[src/sv/grc_pkg.sv]
package grc_pkg;

   // Divider operand widths: 42-bit dividend (screen height << 31), 22-bit divisor
   localparam int DIV_NW = 42;
   localparam int DIV_DW = 22;

   // Signed Q32 point accumulator width
   localparam int PW = 44;

   localparam longint unsigned Q30_ONE     = 64'h4000_0000;
   localparam longint unsigned HALF_PI_Q30 = 64'd1686629713;

   localparam logic [15:0] QUARTER_TURN = 16'd16384;

   typedef enum logic [3:0] {
      REG_PLAYER_X      = 4'd0,
      REG_PLAYER_Y      = 4'd1,
      REG_VIEW_ANGLE    = 4'd2,
      REG_FIELD_OF_VIEW = 4'd3,
      REG_DEPTH_LIMIT   = 4'd4,
      REG_MARCH_STEP    = 4'd5,
      REG_SCREEN_WIDTH  = 4'd6,
      REG_SCREEN_HEIGHT = 4'd7
   } grc_reg_type;

   typedef enum logic [0:0] {
      KIND_TILE_WRITE = 1'b0,
      KIND_CAST       = 1'b1
   } grc_kind_type;

   typedef enum logic [1:0] {
      ROM_RAY = 2'd0,
      ROM_EY  = 2'd1,
      ROM_COS = 2'd2
   } grc_rom_sel_type;

   typedef struct packed {
      logic            clr_step;
      logic            tile_wr;
      logic            cast_load;
      logic            ray_set;
      grc_rom_sel_type rom_sel;
      logic            ex_load;
      logic            ey_load;
      logic            march_init;
      logic            march_adv;
      logic            hit_take;
      logic            fish;
      logic            proj_start;
      logic            out_load;
   } grc_cmd_type;

   typedef struct packed {
      logic clr_last;
      logic div_done;
      logic dist_done;
      logic off_map;
      logic tile_nz;
      logic dist_zero;
      logic rsp_busy;
   } grc_sts_type;

endpackage

[src/sv/grc_ctrl.sv]
module grc_ctrl (
   input  logic                 clock,
   input  logic                 reset,
   input  logic                 req_valid,
   output logic                 req_stall,
   input  logic                 req_kind,
   output grc_pkg::grc_cmd_type cmd,
   input  grc_pkg::grc_sts_type sts
);

   typedef enum logic [13:0] {
      S_CLR  = 14'b00000000000001,
      S_IDLE = 14'b00000000000010,
      S_ADIV = 14'b00000000000100,
      S_SX   = 14'b00000000001000,
      S_SY   = 14'b00000000010000,
      S_SC   = 14'b00000000100000,
      S_PREP = 14'b00000001000000,
      S_STEP = 14'b00000010000000,
      S_LOOK = 14'b00000100000000,
      S_TEST = 14'b00001000000000,
      S_FISH = 14'b00010000000000,
      S_PROJ = 14'b00100000000000,
      S_PDIV = 14'b01000000000000,
      S_FIN  = 14'b10000000000000
   } state_type;

   state_type state_ff, state_in;
   logic      accept;

   assign req_stall = (state_ff != S_IDLE);
   assign accept    = req_valid && !req_stall;

   always_comb begin
      state_in = state_ff;
      cmd      = '0;
      cmd.rom_sel = grc_pkg::ROM_RAY;
      case (state_ff)
         S_CLR: begin
            cmd.clr_step = 1'b1;
            if (sts.clr_last)
               state_in = S_IDLE;
         end
         S_IDLE: begin
            if (accept) begin
               if (req_kind == grc_pkg::KIND_CAST) begin
                  cmd.cast_load = 1'b1;
                  state_in      = S_ADIV;
               end else begin
                  cmd.tile_wr = 1'b1;
               end
            end
         end
         S_ADIV: begin
            if (sts.div_done) begin
               cmd.ray_set = 1'b1;
               state_in    = S_SX;
            end
         end
         S_SX: begin
            cmd.rom_sel = grc_pkg::ROM_RAY;
            state_in    = S_SY;
         end
         S_SY: begin
            cmd.ex_load = 1'b1;
            cmd.rom_sel = grc_pkg::ROM_EY;
            state_in    = S_SC;
         end
         S_SC: begin
            cmd.ey_load = 1'b1;
            cmd.rom_sel = grc_pkg::ROM_COS;
            state_in    = S_PREP;
         end
         S_PREP: begin
            cmd.march_init = 1'b1;
            state_in       = S_STEP;
         end
         S_STEP: begin
            if (sts.dist_done) begin
               state_in = S_FISH;
            end else begin
               cmd.march_adv = 1'b1;
               state_in      = S_LOOK;
            end
         end
         S_LOOK: begin
            // tile read is under way for the new point
            state_in = sts.off_map ? S_FISH : S_TEST;
         end
         S_TEST: begin
            if (sts.tile_nz) begin
               cmd.hit_take = 1'b1;
               state_in     = S_FISH;
            end else if (sts.dist_done) begin
               state_in = S_FISH;
            end else begin
               cmd.march_adv = 1'b1;
               state_in      = S_LOOK;
            end
         end
         S_FISH: begin
            cmd.fish = 1'b1;
            state_in = S_PROJ;
         end
         S_PROJ: begin
            if (sts.dist_zero) begin
               state_in = S_FIN;
            end else begin
               cmd.proj_start = 1'b1;
               state_in       = S_PDIV;
            end
         end
         S_PDIV: begin
            if (sts.div_done)
               state_in = S_FIN;
         end
         S_FIN: begin
            // hold until the output register can take the beat
            if (!sts.rsp_busy) begin
               cmd.out_load = 1'b1;
               state_in     = S_IDLE;
            end
         end
         default: state_in = S_IDLE;
      endcase
   end

   always_ff @(posedge clock) begin
      if (reset)
         state_ff <= S_CLR;
      else
         state_ff <= state_in;
   end

   a_div_only_when_waiting: assert property (@(posedge clock) disable iff (reset)
      sts.div_done |-> (state_ff == S_ADIV || state_ff == S_PDIV))
      else $error("divider finished outside a wait state");

   a_test_after_look: assert property (@(posedge clock) disable iff (reset)
      (state_ff == S_TEST) |-> ($past(state_ff) == S_LOOK))
      else $error("tile tested without a read");

   a_load_free: assert property (@(posedge clock) disable iff (reset)
      cmd.out_load |=> !$past(sts.rsp_busy))
      else $error("result loaded over a stalled beat");

   a_no_accept_in_clear: assert property (@(posedge clock) disable iff (reset)
      (state_ff == S_CLR) |-> !accept)
      else $error("item taken during clearing pass");

endmodule

[config.mk]
export PLATFORM = sky130hd
export DESIGN_NAME = grc_ctrl
export DESIGN_NICKNAME = d
export VERILOG_FILES = /design/src/sv/grc_pkg.sv /design/src/sv/grc_ctrl.sv
export SDC_FILE = /design/constraint.sdc
export NUM_CORES = 1
export LEC_CHECK = 0
export BUFFER_PORTS_ARGS = -buffer_cell sky130_fd_sc_hd__buf_2
export CORE_ASPECT_RATIO = 0.5
export CORE_MARGIN = 2
export CORE_UTILIZATION = 30
export DETAILED_ROUTE_END_ITERATION = 12
export PLACE_DENSITY = 0.56
export SYNTH_ARGS = -nofsm -noshare
export SYNTH_HDL_FRONTEND = slang
export SYNTH_SLANG_ARGS = --single-unit
[constraint.sdc]
create_clock -name clock -period 2.2 [get_ports clock]
set_input_delay 0.11 -clock clock [delete_from_list [all_inputs] [get_ports clock]]
set_output_delay 0.11 -clock clock [all_outputs]
set_load 0.02 [all_outputs]
==> results of run 1 <==
-- worst max-delay path, cell delays in order, from the launching register on --
cell and delay, ps:
sky130_fd_sc_hd__dfxtp_1 390, sky130_fd_sc_hd__nor4_4 420, sky130_fd_sc_hd__nand3_1 260, sky130_fd_sc_hd__nor2_4 180
sky130_fd_sc_hd__inv_1 60, sky130_fd_sc_hd__nor3b_1 190, sky130_fd_sc_hd__buf_2 190
-- stage by stage --
stage | utilization (%) | setup TNS (ps) | setup slack [ps] | hold WS, ps | total power [uW]
floorplan | - | 0 | 218 | 180 | 396
global placement | 37.0 | 0 | 324 | 293 | 432
detailed placement | 37.0 | 0 | 338 | 295 | 434
CTS | 38.8 | 0 | 51.5 | 28.5 | 692
global route | 40.0 | -2.85 | -2.85 | 30.1 | 731
finish | 40.0 | 0 | 146 | 30.8 | 695
-- worst max path at each step --
stage / start / endpoint / slack, ps / cells after the start
3_5_place_dp: state_ff[11] / cmd[12] / 340 / 6
5_1_grt: state_ff[10] / cmd[12] / -3 / 6
4_1_cts: state_ff[11] / cmd[12] / 50 / 6
3_3_place_gp: state_ff[4] / cmd[1] / 320 / 5
6_report: state_ff[10] / cmd[12] / 150 / 6
2_1_floorplan: state_ff[2] / cmd[12] / 220 / 5
-- logic make-up after synthesis --
family	Yosys count	synth area share, %
buffers and inverters	10	5.24
AND/OR/NAND/NOR	73	47.5
XOR/XNOR	3	2.62
multiplexers	2	2.00
flip-flops	14	27.9
AO/OA/AOI/OAI	15	14.7
-- metal layers --
layer	vias to the layer above	track usage, %
li1	475	-
met1	425	19.4
met2	20	20.0
met3	6	4.39
met4	0	5.40
met5	-	0
-- layout make-up --
class                      count  area (um^2)  share of cell area [%]
clock buffer                   4         55.1                    4.44
inverter                       4         15.0                    1.21
sequential                    14          280                    22.6
multi-input combinational     93          708                    57.1
timing repair buffer          26          133                    10.7
tap                           40         50.0                    4.03
-- layout by cell type (no fill, tap or decap), types with 2 or more instances in the layout --
| cell type | synthesis | layout |
|---|---|---|
| sky130_fd_sc_hd__buf_2 | 2 | 25 |
| sky130_fd_sc_hd__nor3_1 | 6 | 5 |
| sky130_fd_sc_hd__xnor2_1 | 3 | 3 |
| sky130_fd_sc_hd__dfxtp_1 | 14 | 14 |
| sky130_fd_sc_hd__clkbuf_8 | 0 | 4 |
| sky130_fd_sc_hd__nor2_1 | 18 | 17 |
| sky130_fd_sc_hd__a21o_1 | 2 | 2 |
| sky130_fd_sc_hd__or4b_4 | 2 | 2 |
| sky130_fd_sc_hd__nor4_4 | 1 | 3 |
| sky130_fd_sc_hd__inv_1 | 4 | 4 |
| sky130_fd_sc_hd__mux2i_1 | 2 | 2 |
| sky130_fd_sc_hd__nand2_1 | 6 | 6 |
| sky130_fd_sc_hd__nand2b_1 | 3 | 3 |
| sky130_fd_sc_hd__and2_1 | 3 | 3 |
| sky130_fd_sc_hd__nor3_2 | 1 | 2 |
| sky130_fd_sc_hd__nor4_1 | 5 | 5 |
| sky130_fd_sc_hd__a21oi_1 | 3 | 3 |
| sky130_fd_sc_hd__and3b_1 | 2 | 2 |
| sky130_fd_sc_hd__and4_1 | 3 | 3 |
| sky130_fd_sc_hd__nand3b_1 | 2 | 2 |
| sky130_fd_sc_hd__nand3_1 | 2 | 2 |
| sky130_fd_sc_hd__nor2b_1 | 3 | 3 |
| sky130_fd_sc_hd__nor4b_1 | 2 | 2 |
| sky130_fd_sc_hd__nor3b_1 | 2 | 2 |
-- power breakdown --
group          switching [uW]  total [uW]  leakage (uW)  internal (uW)
Clock                     101         259     0.0000288            159
Combinational            87.1         159      0.000394           71.9
Sequential               16.0         277      0.000114            261
Total                     204         695      0.000536            492
==> metrics.cfg, run 1 <==
[run_status]
result_of_the_run=complete, but fails checks
failed_checks=design-rule violations

[timing]
hold_violations=0
finalClockSkew_ps=2.76
drv_slew=0
finalCriticalPeriod_ps=2050
tightest_slew_ps=406
setup-violations-final=0
max-slew-margin-rel_pct=72.8
max_clock_freq_mhz=487
final.period_utilization_pct=93.4

[clock_tree]
cts-resized-gates=0
clock_latency_ps=250
root_buffer=sky130_fd_sc_hd__clkbuf_8
cts.path.max_buffers=2
clk_transition_reported_paths_ps=60
cts-buffers-inserted=3
cts_hold_repair.buffers=0
tritoncts=built
post_cts_setup_inserts=0
tritoncts_num_sinks=14
h_tree_depth=1

[route]
ant_nets=0
total_vias_in_the_final_route=926
wire_per_inst_um=13.8
route.met2.wl_um=1020
wl_met1_um=1310
detailroute.wirelength.met3_um=122
highest-signal-layer=met4
dr.first_iter.drc_count=93
wirelength_um=2490
drt_pass1_iterations=9
vias_per_cell=5.12
drc=3

[layout]
count_of_antenna_diodes_in_the_layout=0
final_net_count=153
non_filler_instance_count_after_layout=181
largestRegisters=state_ff (14)
number_of_flip_flops_under_the_largest_register_name=14
layout.cell_area.non_filler_um2=1240
layout-drive-gt1-share_pct=32.6
layout.filler_cells=323
largest_register=state_ff
flow.area_growth_from_synthesis_pct=23.7

[place]
dp_hpwl_um=1890
gp_routability_congestion=0.798
postPlaceCellArea_um2=1150
post-place-cells=177
io_buffer_count=25

[pwr]
peak_supply_drop_v=0.000201
p_leak_uw=0.000536
pwr_density_cell_nw_per_um2=560

[synth]
ys_async_sr_fraction_pct=0
yosys-top-cells-count=sky130_fd_sc_hd__nor2_1 (18), sky130_fd_sc_hd__dfxtp_1 (14), sky130_fd_sc_hd__nand2_1 (6), sky130_fd_sc_hd__nor3_1 (6), sky130_fd_sc_hd__nor4_1 (5)
synth.area.top_cells=sky130_fd_sc_hd__dfxtp_1 (28%), sky130_fd_sc_hd__nor2_1 (6.7%), sky130_fd_sc_hd__nor4_1 (3.1%)
synth.avg_cell_area_um2=8.58
distinct_cells_synth=46
dominantRegCellSynth=sky130_fd_sc_hd__dfxtp_1
post_synth_edffs=0
seq_area_frac_synth_pct=27.9
syn_nets=128
synth.cell_area_um2=1000
synth.most_common_cell=sky130_fd_sc_hd__nor2_1
synth.largest_area_cell=sky130_fd_sc_hd__dfxtp_1
synthesis.instances=117
synth.yosys.warnings=0
yosysTopAreaCellShare_pct=27.9
post_synthesis_sequential_element_count=14

[grt]
grt_pass1_wl_um=4080
grt_start_max_net_pins=11
grt_overflow_total=0
track_usage_pct=13.8
number_of_global_route_vias_before_repair=860
antenna_found_initial=0

[worst_setup_path]
startpoint_type=flip-flop
r2r-start=state_ff[11]
critical_path_required_ps=2090
crit_path_end_kind=output port
worst-r2r-setup-slack_ps=340
critPathMaxFanout=7
critPathKind=flip-flop to output port
critical_path_arrival_ps=1940
worst_r2r_path_depth=5
regToRegEndpoint=state_ff[1]

[floorplan]
initial_utilization_pct=32.4
placeableCoreArea_um2=3100
row_count=14
chipWidth_um=85.8
die_height_um=44.9
floorplan.die_area_um2=3850
boundaryPins=26

[hold_path]
worst_hold_path.endpoint=state_ff[9]
holdCritPathClass=input pin to flip-flop
hold_path_depth=2
worstHoldStart=sts[3]

[job]
max_cap_viol_count=0

Note: power is estimated with default switching activity, not from simulation.
==> run 2, diff against run 1 <==
Settings changed: CTS_BUF_LIST set to sky130_fd_sc_hd__clkbuf_4, CTS_CLUSTER_SIZE set to 16.
==> run 2 against run 1 <==
The flow still finishes with violations (design-rule violations). Total power down 13%. Final area up 0.30%. Count of clock-buffer cells in the layout down 1. Critical path depth unchanged. Cell count up 1.1%. First-iteration DRC count down 4.3%. Highest routed layer unchanged.
==> metrics.cfg, run 2 (synthesized netlist as in run 1, its figures left out) <==
[worst_setup_path]
startpoint_type=flip-flop
cp_num_buf_inv=1  ; -1
critPathKind=flip-flop to output port
crit_path_end_kind=output port
critical_path_required_ps=2090  ; about the same
cpPeakStageDelay_ps=460  ; +40 ps
critical_path_arrival_ps=1970  ; +30 ps
timing.critical_path.max_delay_family=simple AND/OR/NAND/NOR gates
timing.critical_path.slowest_stage_cell=sky130_fd_sc_hd__nor4_4
crit_path_cell_trace=nor4_4, nand3_1, nor2b_2, a21o_1, nor2b_1, buf_2
critPathMaxFanout=7  ; unchanged

[clock_tree]
clock_latency_ps=290  ; +40 ps
h_tree_depth=1  ; unchanged
tritoncts=built
clk_transition_reported_paths_ps=90  ; +30 ps
post_cts_setup_inserts=0  ; unchanged
tritoncts_num_sinks=14  ; unchanged
cts.path.max_buffers=2  ; unchanged
cts-buffers-inserted=3  ; unchanged
root_buffer=sky130_fd_sc_hd__clkbuf_4

[grt]
grt_pass1_wl_um=4120  ; +0.86%
number_of_global_route_vias_before_repair=866  ; +0.70%
grt_overflow_total=0  ; unchanged
track_usage_pct=13.8  ; -0.040 points
grt_start_max_net_pins=11  ; unchanged
antenna_found_initial=0  ; unchanged

[route]
total_vias_in_the_final_route=941  ; +1.6%
drc=3  ; unchanged
drt_pass1_iterations=9  ; unchanged
dr.first_iter.drc_count=89  ; -4.3%
wire_per_inst_um=13.8  ; +0.46%
ant_nets=0  ; unchanged
wirelength_um=2530  ; +1.6%
vias_per_cell=5.14  ; +0.51%

[timing]
max-slew-margin-rel_pct=72.1  ; -0.74 points
finalClockSkew_ps=2.04  ; -0.716 ps
tightest_slew_ps=415  ; +8.98 ps
drv_slew=0  ; unchanged
finalCriticalPeriod_ps=2080  ; +22.2 ps
setup-violations-final=0  ; unchanged
whs_ps=82.9  ; +52.1 ps
max_clock_freq_mhz=482  ; -1.1%
hold_violations=0  ; unchanged
final.period_utilization_pct=94.4  ; +1.0 points

[floorplan]
chipWidth_um=85.8  ; unchanged
placeableCoreArea_um2=3100  ; unchanged
die_height_um=44.9  ; unchanged
row_count=14  ; unchanged
boundaryPins=26  ; unchanged
floorplan.die_area_um2=3850  ; unchanged
initial_utilization_pct=32.4  ; unchanged

[run_status]
failed_checks=design-rule violations
result_of_the_run=complete, but fails checks

[layout]
number_of_flip_flops_under_the_largest_register_name=14  ; unchanged
largest_register=state_ff
largestRegisters=state_ff (14)
final_net_count=155  ; +1.3%
layout.cells.most_common_list=sky130_fd_sc_hd__buf_2 (25), sky130_fd_sc_hd__nor2_1 (17), sky130_fd_sc_hd__dfxtp_1 (14)
count_of_antenna_diodes_in_the_layout=0  ; unchanged
layout-drive-gt1-share_pct=33.6  ; +0.94 points
final_common_cell=sky130_fd_sc_hd__buf_2
flow.area_growth_from_synthesis_pct=24.1

[pwr]
post-layout-total-power_uw=602  ; -13%
pwr_density_cell_nw_per_um2=484  ; -14%
p_leak_uw=0.000539  ; +0.63%
peak_supply_drop_v=0.000134  ; -34%

[place]
gp_routability_congestion=0.798  ; unchanged
dp_hpwl_um=1890  ; unchanged
io_buffer_count=25  ; unchanged

[job]
max_cap_viol_count=0  ; unchanged

[hold_path]
holdCritPathClass=input pin to flip-flop

==> run 2: stage by stage <==
step / util (%) / TNS [ps] / std cells / setup WS (ps) / area [um^2]
2_1_floorplan: - / 0 / 117 / 218 / 1000
3_3_place_gp: 37.0 / 0 / 177 / 324 / 1150
3_5_place_dp: 37.0 / 0 / 177 / 338 / 1150
4_1_cts: 38.5 / 0 / 183 / 0.239 / 1190
5_1_grt: 40.2 / -10.2 / 183 / -10.2 / 1240
6_report: 40.2 / 0 / 183 / 124 / 1240
==> run 2: layout make-up <==
type                            instances  area, um^2
Clock inverter                          1        3.75
Fill cell                             326        1860
Tap cell                               40        50.0
Sequential cell                        14         280
Inverter                                4        15.0
Timing Repair Buffer                   28         153
Clock buffer                            3        22.5
Multi-Input combinational cell         93         721
==> run 2: repair_timing <==
item / in CTS / in global routing
hold buffers: 2 / 0
gates resized for setup: 0 / 9
setup endpoints to repair: 0 / 6
hold endpoints to repair: 2 / 0
==> run 2: per-layer routing <==
metal,vias to the layer above,GRT usage (%),part of all wire (%)
met1,432,19.5,53
met3,7,3.84,5.0
met5,-,0,0
li1,480,-,-
met2,22,20.2,41
met4,0,5.40,1.6
==> run 2: path summary, 6_finish.rpt <==
| path | slack, ps | start | end | cells past startpoint |
|---|---|---|---|---|
| max | 120 | state_ff[10] | cmd[4] | 6 |
| min | 80 | sts[5] | state_ff[3] | 3 |
| max reg2reg | 330 | state_ff[11] | state_ff[1] | 5 |
| min reg2reg | 610 | state_ff[3] | state_ff[4] | 2 |
==> run 2: worst reg2reg max path: cells and delay by family, from the launching register on <==
family	cells	cell delay [ps]
AOI/OAI and AO/OA	3	760
xor gates and xnor gates	1	120
DFF	1	570
and+or+nand+nor	1	330
==> run 2: power by group <==
group	switching [uW]	internal [uW]
sequential	15.8	261
combinational	88.6	74.2
clock	96.6	66.1
total	201	401
==> run 3, diff against run 2 <==
Settings changed: REMOVE_ABC_BUFFERS set to 1.
==> run 3 against run 2 <==
The flow now finishes without violations. First-iteration DRC count is 19% lower. Final area fell by 0.90%. Flip-flop and latch count stayed put. Register-to-register slack got worse by 150 ps. Total power down 3.4%. Utilization fell by 0.36 points. Sequential power is essentially flat.
==> metrics.cfg, run 3 (synthesized netlist as in run 1, its figures left out) <==
[route]
drc=0  ; -3
vias_per_cell=5.07  ; -1.5%
wire_per_inst_um=12.9  ; -7.1%
ant_nets=0  ; unchanged
drt_pass1_iterations=6  ; -3
dr.first_iter.drc_count=72  ; -19%
total_vias_in_the_final_route=917  ; -2.6%
wirelength_um=2330  ; -8.1%

[grt]
grt_pass1_wl_um=3770  ; -8.5%
antenna_found_initial=0  ; unchanged
grt_overflow_total=0  ; unchanged
number_of_global_route_vias_before_repair=791  ; -8.7%
track_usage_pct=12.8  ; -0.98 points
grt_start_max_net_pins=11  ; unchanged

[worst_setup_path]
critical_path_required_ps=2090  ; about the same
cpPeakStageDelay_ps=430  ; -30 ps
critPathKind=flip-flop to output port
critical_path_arrival_ps=2000  ; +30 ps
startpoint_type=flip-flop
crit_path_cell_trace=nor4_4, buf_4, nand3_4, nor3_2, a21o_1, nor2b_1, buf_2
critPathMaxFanout=9  ; +2
crit_path_end_kind=output port
timing.critical_path.slowest_stage_cell=sky130_fd_sc_hd__dfxtp_1

[clock_tree]
clk_transition_reported_paths_ps=80  ; about the same
tritoncts=built
tritoncts_num_sinks=14  ; unchanged
root_buffer=sky130_fd_sc_hd__clkbuf_4
cts-buffers-inserted=3  ; unchanged
cts.path.max_buffers=2  ; unchanged
clock_latency_ps=280  ; about the same
h_tree_depth=1  ; unchanged

[layout]
layout-drive-gt1-share_pct=34.8  ; +1.2 points
postLayoutCoreUtil_pct=39.8  ; -0.36 points
largest_register=state_ff
number_of_flip_flops_under_the_largest_register_name=14  ; unchanged
final_net_count=154  ; -0.65%
layout.cell_area.non_filler_um2=1230  ; -0.90%
largestRegisters=state_ff (14)
flow.area_growth_from_synthesis_pct=22.9
layout.cells.most_common_list=sky130_fd_sc_hd__buf_2 (25), sky130_fd_sc_hd__nor2_1 (17), sky130_fd_sc_hd__dfxtp_1 (13)
multi_input_area_um2=722  ; +0.17%
count_of_antenna_diodes_in_the_layout=0  ; unchanged
sequential_cell_area_um2=282  ; +0.45%
layout.filler_cells=339  ; +4.0%
final_common_cell=sky130_fd_sc_hd__buf_2

[floorplan]
placeableCoreArea_um2=3100  ; unchanged
row_count=14  ; unchanged
floorplan.die_area_um2=3850  ; unchanged
initial_utilization_pct=32.4  ; unchanged
boundaryPins=26  ; unchanged
die_height_um=44.9  ; unchanged
chipWidth_um=85.8  ; unchanged

[timing]
max-slew-margin-rel_pct=72.6  ; +0.46 points
setup-tns-final_ps=0  ; unchanged
finalClockSkew_ps=6.76  ; +4.72 ps
finalCriticalPeriod_ps=2110  ; +30.7 ps
max_clock_freq_mhz=475  ; -1.5%
tightest_slew_ps=411  ; -3.82 ps
setup-violations-final=0  ; unchanged
post-route-worst-setup-slack_ps=93.1  ; -30.7 ps
drv_slew=0  ; unchanged
hold_violations=0  ; unchanged
final.period_utilization_pct=95.8  ; +1.4 points

[pwr]
peak_supply_drop_v=0.000175  ; +31%
pwr_density_cell_nw_per_um2=471  ; -2.5%
swShare_pct=31.6  ; -1.8 points
p_leak_uw=0.000524  ; -2.9%
share_seq_of_total_power_pct=47.5  ; +1.6 points
intPower_uw=398  ; -0.83%
power.clock.fraction_pct=24.6  ; -2.4 points
p_comb_share_pct=27.9  ; +0.9 points
post-layout-total-power_uw=582  ; -3.4%
power.net_switching_uw=184  ; -8.5%

[place]
postPlaceCellArea_um2=1140  ; -0.65%
gp_routability_congestion=0.806  ; +0.95%
preCtsSetupSlack_ps=343  ; +4.74 ps
dp_hpwl_um=1730  ; -8.5%
io_buffer_count=25  ; unchanged

[hold_path]
holdCritPathClass=input pin to flip-flop

[job]
max_cap_viol_count=0  ; unchanged

[run_status]
result_of_the_run=complete, no violations

run 3: timing repair:
item | in CTS | in global routing
hold buffers | 1 | 0
hold endpoints to repair | 1 | 0
gates resized for setup | 0 | 10
setup buffers | 0 | 1
endpoints found under the setup margin | 0 | 5
run 3: worst paths after layout:
| check | start | end | slack (ps) | cells after the start |
|---|---|---|---|---|
| worst max-delay path | state_ff[12] | cmd[4] | 90 | 7 |
| worst min-delay path | sts[4] | state_ff[8] | 30 | 2 |
| worst max register to register | state_ff[12] | state_ff[4] | 180 | 6 |
| worst min register to register | state_ff[3] | state_ff[4] | 540 | 2 |
run 3: worst max-delay path: cells and delay by family (launching register included):
family / cells / cell delay (ps)
buf+inv: 2 / 360
simple gates: 4 / 800
flops: 1 / 430
compound gates: 1 / 120
run 3: routing by layer:
metal | share of wire [%] | GRT usage [%]
met2 | 40 | 18.6
met3 | 4.3 | 3.47
met5 | 0 | 0
met4 | 1.2 | 3.81
met1 | 55 | 18.7
run 3: cell type report:
cell class              instances  share of cell area (%)
flip-flops and latches         14                    22.8
multi-input cells              93                    58.5
inverters                       4                    1.22
well taps                      40                    4.06
repair buffers                 27                    11.6
clock buffers                   3                    1.83
run 3: through the flow:
step | instances | hold WS [ps]
after floorplan | 111 | 180
after global placement | 176 | 292
after detailed placement | 176 | 293
after CTS | 180 | 17.5
after global routing | 181 | 15.8
final | 181 | 25.7
run 3: power groups by stage:
stage	Clock, uW	Combinational (uW)	Sequential (uW)
3_5_place_dp	0	153	282
3_3_place_gp	0	153	282
2_1_floorplan	0	113	279
4_1_cts	151	154	276
6_report	143	162	276
5_1_grt	163	177	278
